$ cat config.mk
export PLATFORM = sky130hd
export DESIGN_NAME = sroc_row_cmp
export DESIGN_NICKNAME = d
export VERILOG_FILES = /design/src/rtl/core/sroc_pkg.sv /design/src/rtl/core/sroc_row_cmp.sv
export SDC_FILE = /design/constraint.sdc
export NUM_CORES = 1
export LEC_CHECK = 0
export BUFFER_PORTS_ARGS = -buffer_cell sky130_fd_sc_hd__buf_2
export CORE_AREA = 2 2 206 208
export DETAILED_ROUTE_END_ITERATION = 10
export DIE_AREA = 0 0 208 210
export PLACE_DENSITY = 0.42
export SLEW_MARGIN = 25
export SYNTH_ARGS = -nofsm -noshare
export SYNTH_HDL_FRONTEND = slang
export SYNTH_SLANG_ARGS = --single-unit
$ cat constraint.sdc
create_clock -name vclk -period 9.15
set_input_delay 0.915 -clock vclk [all_inputs]
set_output_delay 0.915 -clock vclk [all_outputs]
set_load 0.005 [all_outputs]
$ cat src/rtl/core/sroc_pkg.sv
// Types and constants for the sorted row order checker.
// No dependencies; imported by sroc_row_cmp and sorted_row_order_checker.
`default_nettype none

package sroc_pkg;

    localparam int KEY_W      = 64;
    localparam int KEY_FIELDS = 4;
    localparam int MAX_KEYS   = 4;
    // Keys beyond either bound are never compared.
    localparam int KEY_LIMIT  = (MAX_KEYS < KEY_FIELDS) ? MAX_KEYS : KEY_FIELDS;

    localparam int CFG_DATA_W = 4;
    localparam int CFG_ADDR_W = 2;
    localparam int DEC_W      = 3;

    localparam logic [DEC_W-1:0] ALL_EQUAL = 3'd4;

    typedef enum logic [CFG_ADDR_W-1:0] {
        REG_KEY_COUNT       = 2'd0,
        REG_DESCENDING_MASK = 2'd1,
        REG_NULLS_FIRST     = 2'd2
    } cfg_reg_t;

    typedef logic [KEY_FIELDS-1:0][KEY_W-1:0] row_keys_t;
    typedef logic [KEY_FIELDS-1:0]            null_mask_t;

    typedef struct packed {
        logic [2:0]            key_count;
        logic [KEY_FIELDS-1:0] descending_mask;
        logic                  nulls_first;
    } cfg_t;

    typedef struct packed {
        logic              order_error;
        logic [DEC_W-1:0]  deciding_key;
    } result_t;

endpackage

`default_nettype wire

$ cat src/rtl/core/sroc_row_cmp.sv
// Row comparator: compares a new row against the stored previous row,
// key by key in priority order. Uses sroc_pkg.
`default_nettype none

module sroc_row_cmp
    import sroc_pkg::*;
(
    input  wire cfg_t       cfg,
    input  wire logic       have_previous,
    input  wire row_keys_t  prev_keys,
    input  wire null_mask_t prev_nulls,
    input  wire row_keys_t  cur_keys,
    input  wire null_mask_t cur_nulls,
    output result_t         res
);

    logic [KEY_FIELDS-1:0] key_active;
    logic [KEY_FIELDS-1:0] key_diff;
    logic [KEY_FIELDS-1:0] key_err;

    for (genvar g = 0; g < KEY_FIELDS; g++) begin : g_key
        logic prev_lt;
        logic prev_gt;

        assign key_active[g] = (g < KEY_LIMIT) && (cfg.key_count > 3'(g));
        assign prev_lt = $signed(prev_keys[g]) < $signed(cur_keys[g]);
        assign prev_gt = $signed(cur_keys[g]) < $signed(prev_keys[g]);

        always_comb begin
            if (prev_nulls[g] && cur_nulls[g]) begin
                key_diff[g] = 1'b0;
                key_err[g]  = 1'b0;
            end else if (prev_nulls[g]) begin
                key_diff[g] = 1'b1;
                key_err[g]  = ~cfg.nulls_first;
            end else if (cur_nulls[g]) begin
                key_diff[g] = 1'b1;
                key_err[g]  = cfg.nulls_first;
            end else if (prev_lt) begin
                key_diff[g] = 1'b1;
                key_err[g]  = cfg.descending_mask[g];
            end else begin
                key_diff[g] = prev_gt;
                key_err[g]  = prev_gt & ~cfg.descending_mask[g];
            end
        end
    end

    // Walk from the lowest priority up so the highest-priority difference wins.
    always_comb begin
        res.order_error  = 1'b0;
        res.deciding_key = ALL_EQUAL;
        if (have_previous) begin
            for (int i = KEY_FIELDS - 1; i >= 0; i--) begin
                if (key_active[i] && key_diff[i]) begin
                    res.order_error  = key_err[i];
                    res.deciding_key = DEC_W'(i);
                end
            end
        end
    end

endmodule

`default_nettype wire

## Yosys cells after proc, flatten, opt, wreduce, memory -nomap -nowiden

Index checks and enable logic that the tools add are counted.

- Flip-flop bits (word level): 0
- Bits in latches: 0
- Memory bits (writable): 0
- ROM bits: 0
- Input bits: 529
- Output and inout bits: 4
- Word-level logic and storage cells: 66
- Memories: 0

- Add/subtract/negate cells: 0
- $mul: 0
- Div/mod/pow operators: 0
- Order comparisons: 12
- Equality and inequality tests: 0
- Shift operators: 0
- Muxes and demuxes: 37
- Bitwise operators: 9
- Reduce and logical (&&, ||, !) cells: 8

Operators by type and width:

| cell | number |
|---|---|
| 64-bit less-than comparator | 8 |
| 1-bit two-way mux | 32 |
| 4-bit two-way mux | 5 |
| 1-bit logical AND | 8 |
| 3-bit by 1-bit greater-than comparator with 1-bit output, second input constant | 2 |
| 3-bit by 2-bit greater-than comparator with 1-bit output, second input constant | 2 |
| 1-bit NOT | 5 |
| 1-bit bitwise AND | 4 |

## Depth between registers and ports, before layout

Gate-level depths: netlist of the first run.

- Word-level depth: 11
- Depth in mapped cells: 12
- Mapped depth without buffers: 12

## Worst setup path after synthesis of the first run

OpenSTA, ideal clock, no wires.

- Path type: input to output
- Start point: in prev_keys[137] (netlist name)
- End point: out res[3] (netlist name)
- Data arrival time: 3706 ps
- Required time: 8235 ps
- Slack: 4529 ps
- Stages: 12
- Buffers on the path: 0
- Cell sequence: inv_1 -> ha_1 -> a21o_1 -> nand3_2 -> a21oi_1 -> or4_1 -> a2111o_1 -> or3_1 -> and3b_1 -> o41a_1 -> a311o_1 -> a31o_1

RTL lines:

| item | RTL line | source |
|---|---|---|
| start: declaration | sroc_row_cmp.sv:10 | `input wire row_keys_t prev_keys,` |
| end: declaration | sroc_row_cmp.sv:14 | `output result_t res` |

==> metrics.md, run 1 <==
| Metric | Value |
|---|---|
| Status | finished, final reports clean |
| PD cells | 39.1 nW/um2 |
| Hold Path Class | in2out |
| Critical-path maximum fanout | 4 |
| GR Overflow Total | 0 |
| Fin. Hold Viols | 0 |
| Antenna violations before repair | 5 |
| End-of-flow core utilization | 0.247 |
| Area grow syn2layout | 48.4% |
| Arrival time worst endpoint | 4440 ps |
| Syn Inst Count | 998 |
| WP data required | 8240 ps |
| GPL Wtd Cong | 0.906 |
| Slew Limit Fails | 0 |
| Slew Limit Headroom | 0.451 |
| Nets@finish | 2317 |
| Clock buffer cells | 0 |
| Max VDD drop | 0.0155 mV |
| IO Port Bufs | 533 |
| Post-CTS Repair Setup Buffers | 0 |
| Drt wl/cell | 15.5 um |
| Core area | 41500 um2 |
| Place WS | 3540 ps |
| Max-cap violations | 0 |
| Post-synth top area share | 0.463 |
| Sequential area share after synthesis | 0 |
| Die W | 208 um |
| Setup tns final | 0 ps |
| First-pass iteration count of the detailed router | 4 |
| Share of post-route cells with drive strength above 1 | 0.356 |
| Residual DRC | 0 |
| Chip height | 210 um |
| Seq cells | 0 |
| Final ANT Viol Nets | 0 |
| Post-synth top cells | inv_1, ha_1, a21oi_1 |
| Top cell type by total area after synthesis | ha_1 |
| Ys Warns | 0 |
| Hold slack | 2250 ps |
| Vias per cell | 4.18 |
| DR vias | 8675 |
| Setup crit end kind | primary output |
| Synth Area per Inst | 6.93 um2 |
| Io pins | 533 |
| First-pass GRT wire length | 48200 um |
| Row count | 75 |
| Worst-Margin Slew | 818 ps |
| Initial Utilization | 0.167 |
| Final wirelength | 32100 um |
| Distinct cells, synth | 60 |
| Vias in the first global route | 8993 |
| Final setup slack of the worst path | 3790 ps |
| Top cells by area, synth | ha_1, inv_1, a21oi_1, nand4_1, nand2_1 |
| Fin crit period | 5360 ps |
| Post-DP HPWL | 31000 um |
| Leakage power total | 6.38 nW |
| Gr usage total | 0.139 |
| RSZ-0062 raised after global routing | false |
| Synth Cell Area | 6920 um2 |
| Syn Nets | 1783 |
| First-iteration detailed-routing DRC count | 265 |
| Largest net degree at the start of global routing | 7 |
| CTS-repair resized insts | 0 |
| Fill cell count | 4797 |
| CTS hold repair buffers | 0 |
| Final period util | 0.585 |
| CP startpoint kind | input port |
| Die area | 43700 um2 |
| Power, Total | 0.401 mW |
| FF/Latch Area | 0 um2 |
| Setup Viol. Count Final | 0 |
| Most common cell in the netlist | inv_1 |
| FMAX | 187 MHz |
| CP Class | in2out |
==> kinds of logic after synthesis <==
family,after synthesis,synth area share
simple gates,259,0.200
mux,5,0.00742
buf+inv,270,0.147
compound gates,206,0.180
fa+ha+maj,256,0.463
xor+xnor,2,0.00253
==> per-stage QoR <==
stage          instance area (um2)  cells
4_1_cts                      10300   2069
5_1_grt                      10300   2074
3_5_place_dp                 10300   2069
6_report                     10300   2074
2_1_floorplan                 6920    998
3_3_place_gp                 10300   2069
==> layout by cell type (no fill, tap or decap), types with 16 or more instances in the layout <==
| master | count |
|---|---|
| buf_2 | 533 |
| o21ai_0 | 33 |
| ha_1 | 256 |
| inv_1 | 269 |
| nand3_1 | 36 |
| nor4_1 | 16 |
| a21oi_1 | 105 |
| nand2_1 | 72 |
| nand4_1 | 45 |
| nor2_1 | 24 |
==> report_power, final <==
group          leakage [nW]  switching (mW)  internal (mW)
sequential                0               0              0
combinational          6.38           0.201          0.200
clock             0.0000317               0   0.0000000731
==> layer usage <==
layer	global-route usage	part of all wire	up-vias
met4	0.0164	0.012	0
met3	0.0244	0.064	22
li1	-	-	4586
met1	0.161	0.41	3737
met2	0.272	0.51	330
met5	0	0	-
==> critical path, stage by stage <==
cell and delay (ps):
buf_2 80, inv_1 40, ha_1 340, nand4_1 150, nor4_1 720, nand4_1 340, a31oi_1 420, nor4_1 120
xor2_1 180, nand3b_1 110, o211ai_1 200, a311o_1 410, a31o_1 270, buf_2 160
==> path summary, 6_finish.rpt <==
kind	startpoint	cells past startpoint	slack (ps)	endpoint
max	prev_keys[255]	14	3790	res[3]
min	have_previous	4	2250	res[1]
==> layout make-up <==
| class | count | area (um2) | share of cell area |
|---|---|---|---|
| Antenna cell | 5 | 12.5 | 0.00122 |
| Multi-Input combinational cell | 728 | 5900 | 0.575 |
| Tap cell | 539 | 674 | 0.0657 |
| Inverter | 269 | 1010 | 0.0984 |
| Timing Repair Buffer | 533 | 2670 | 0.260 |
Power figures use the tool's default switching activity.
==> inputs of run 2 (changes only) <==
--- a/config.mk
+++ b/config.mk
@@ -6,9 +6,9 @@
 export NUM_CORES = 1
 export LEC_CHECK = 0
 export BUFFER_PORTS_ARGS = -buffer_cell sky130_fd_sc_hd__buf_2
-export CORE_AREA = 2 2 206 208
+export CORE_AREA = 2 2 209 211
 export DETAILED_ROUTE_END_ITERATION = 10
-export DIE_AREA = 0 0 208 210
+export DIE_AREA = 0 0 211 213
 export PLACE_DENSITY = 0.42
 export SLEW_MARGIN = 25
 export SYNTH_ARGS = -nofsm -noshare
==> constraint.sdc (replaced) <==
create_clock -name vclk -period 5
set_input_delay 0.5 -clock vclk [all_inputs]
set_output_delay 0.5 -clock vclk [all_outputs]
set_load 0.005 [all_outputs]
==> run 2 against run 1 <==
Compared with the run above:
- final area is 0.38% higher
- first-iteration DRC count decreased by 31%
- global-route usage fell by 0.75 points
- clock-buffer cell count is the same
- sequential share of layout area stayed put
- die area grew 2.9%
- sequential cell count unchanged
- setup slack got worse by 3100 ps
- critical path depth unchanged
- worst hold slack got worse by 870 ps
- cell count rose by 0.53%
- critical path type unchanged
- critical endpoint unchanged
- largest cell class unchanged
- highest routed layer is now met5
==> metrics.md, run 2 (same netlist as run 1, synthesis figures left out) <==
| Metric | Value |
|---|---|
| Status | finished, final reports clean |
| Share of post-route cells with drive strength above 1 | 0.358 |
| First-iteration detailed-routing DRC count | 184 |
| CP startpoint kind | input port |
| Final setup slack of the worst path | 718 ps |
| RSZ-0062 raised after global routing | false |
| Io pins | 533 |
| WP data required | 4500 ps |
| FF/Latch Area | 0 um2 |
| CTS hold repair buffers | 0 |
| Worst-Margin Slew | 810 ps |
| Setup tns final | 0 ps |
| Final ANT Viol Nets | 0 |
| Leakage power total | 6.40 nW |
| Arrival time worst endpoint | 3780 ps |
| Worst path depth | 14 |
| Place WS | 716 ps |
| FMAX | 234 MHz |
| Fin crit period | 4280 ps |
| Crit-path cells | buf_2 > inv_1 > ha_1 > a21o_1 > nand3_2 > a21oi_1 > or4_1 > a2111o_1 > or3_1 > and3b_1 > o41a_1 > a311o_1 > a31o_1 > buf_2 |
| Slew Limit Headroom | 0.452 |
| First-pass iteration count of the detailed router | 6 |
| Drt wl/cell | 15.2 um |
| Setup crit end kind | primary output |
| Initial Utilization | 0.162 |
| CP bufs+invs | 3 |
| Gr usage total | 0.132 |
| Power, Total | 0.733 mW |
| Commonest non-fill, non-tap cells in the layout | buf_2, inv_1, ha_1 |
| GPL Wtd Cong | 0.874 |
| Slowest CP cell | or4_1 |
| Slowest cell delay on critical path | 580 ps |
| IO Port Bufs | 533 |
| Nets@finish | 2321 |
| Fin. Hold Viols | 0 |
| Most used cell, CP | buf_2 |
| Core area | 42700 um2 |
| Residual DRC | 0 |
| Critical-path maximum fanout | 3 |
| Die W | 211 um |
| Vias per cell | 4.19 |
| Largest delay share family, worst path | compound AO/OA/AOI/OAI gates |
| Seq cells | 0 |
| Final period util | 0.856 |
| Die area | 44900 um2 |
| CP Class | in2out |
| Max-cap violations | 0 |
| Commonest non-fill, non-tap cell in the layout | buf_2 |
| Clock buffer cells | 0 |
| Vias in the first global route | 8916 |
| Hold worst-path end | res[2] |
| Worst hold path depth | 3 |
| Hold_sp | have_previous |
| PD cells | 71.1 nW/um2 |
| DR vias | 8745 |
| Post-CTS Repair Setup Buffers | 0 |
| First-pass GRT wire length | 46400 um |
| Antenna violations before repair | 9 |
| Design area | 10300 um2 |
| Hold Path Class | in2out |
| Slew Limit Fails | 0 |
| Post-place instance area | 10300 um2 |
| GR Overflow Total | 0 |
| Post-DP HPWL | 30700 um |
| Area grow syn2layout | 49.0% |
| Largest net degree at the start of global routing | 7 |
| Chip height | 213 um |
| Setup Viol. Count Final | 0 |
| CTS-repair resized insts | 0 |
| Row count | 76 |
| Max VDD drop | 0.0293 mV |
| Final wirelength | 31600 um |
[run 2: power by group]
| part | switching, mW | total, mW | internal (mW) |
|---|---|---|---|
| registers | 0 | 0 | 0 |
| logic | 0.363 | 0.733 | 0.370 |
| clock network | 0 | 0.000000135 | 0.000000135 |
[run 2: worst min-delay path, stage by stage]
cell and delay (ps):
buf_2 130, o31ai_1 100, buf_2 140
[run 2: area by class of cell]
cell class | count | area [um2]
fillers | 4910 | 32400
multi-input cells | 728 | 5900
repair buffers | 537 | 2700
inverters | 269 | 1010
well taps | 546 | 683
diodes | 5 | 12.5
[run 2: worst max path at each step]
stage                               from  slack [ps]  endpoint
after detailed placement  prev_keys[137]         720    res[3]
after global routing       prev_keys[79]         520    res[3]
after global placement    prev_keys[137]         750    res[3]
final                     prev_keys[137]         720    res[3]
after floorplan           prev_keys[137]        1210    res[3]
after CTS                 prev_keys[137]         700    res[3]
[run 2: per-layer routing]
metal	routed length, um	share of wire	global-route usage	vias to the layer above
met5	67	0.0021	0	-
li1	-	-	-	4591
met3	2290	0.072	0.0297	24
met2	16300	0.51	0.260	329
met1	12700	0.40	0.146	3791
met4	342	0.011	0.0143	10
[run 2: through the flow]
step | cells | hold slack, ps | util
2_1_floorplan | 998 | 1060 | -
3_3_place_gp | 2080 | 1400 | 0.241
3_5_place_dp | 2080 | 1400 | 0.241
4_1_cts | 2080 | 1400 | 0.241
5_1_grt | 2081 | 1400 | 0.241
6_report | 2085 | 1370 | 0.241
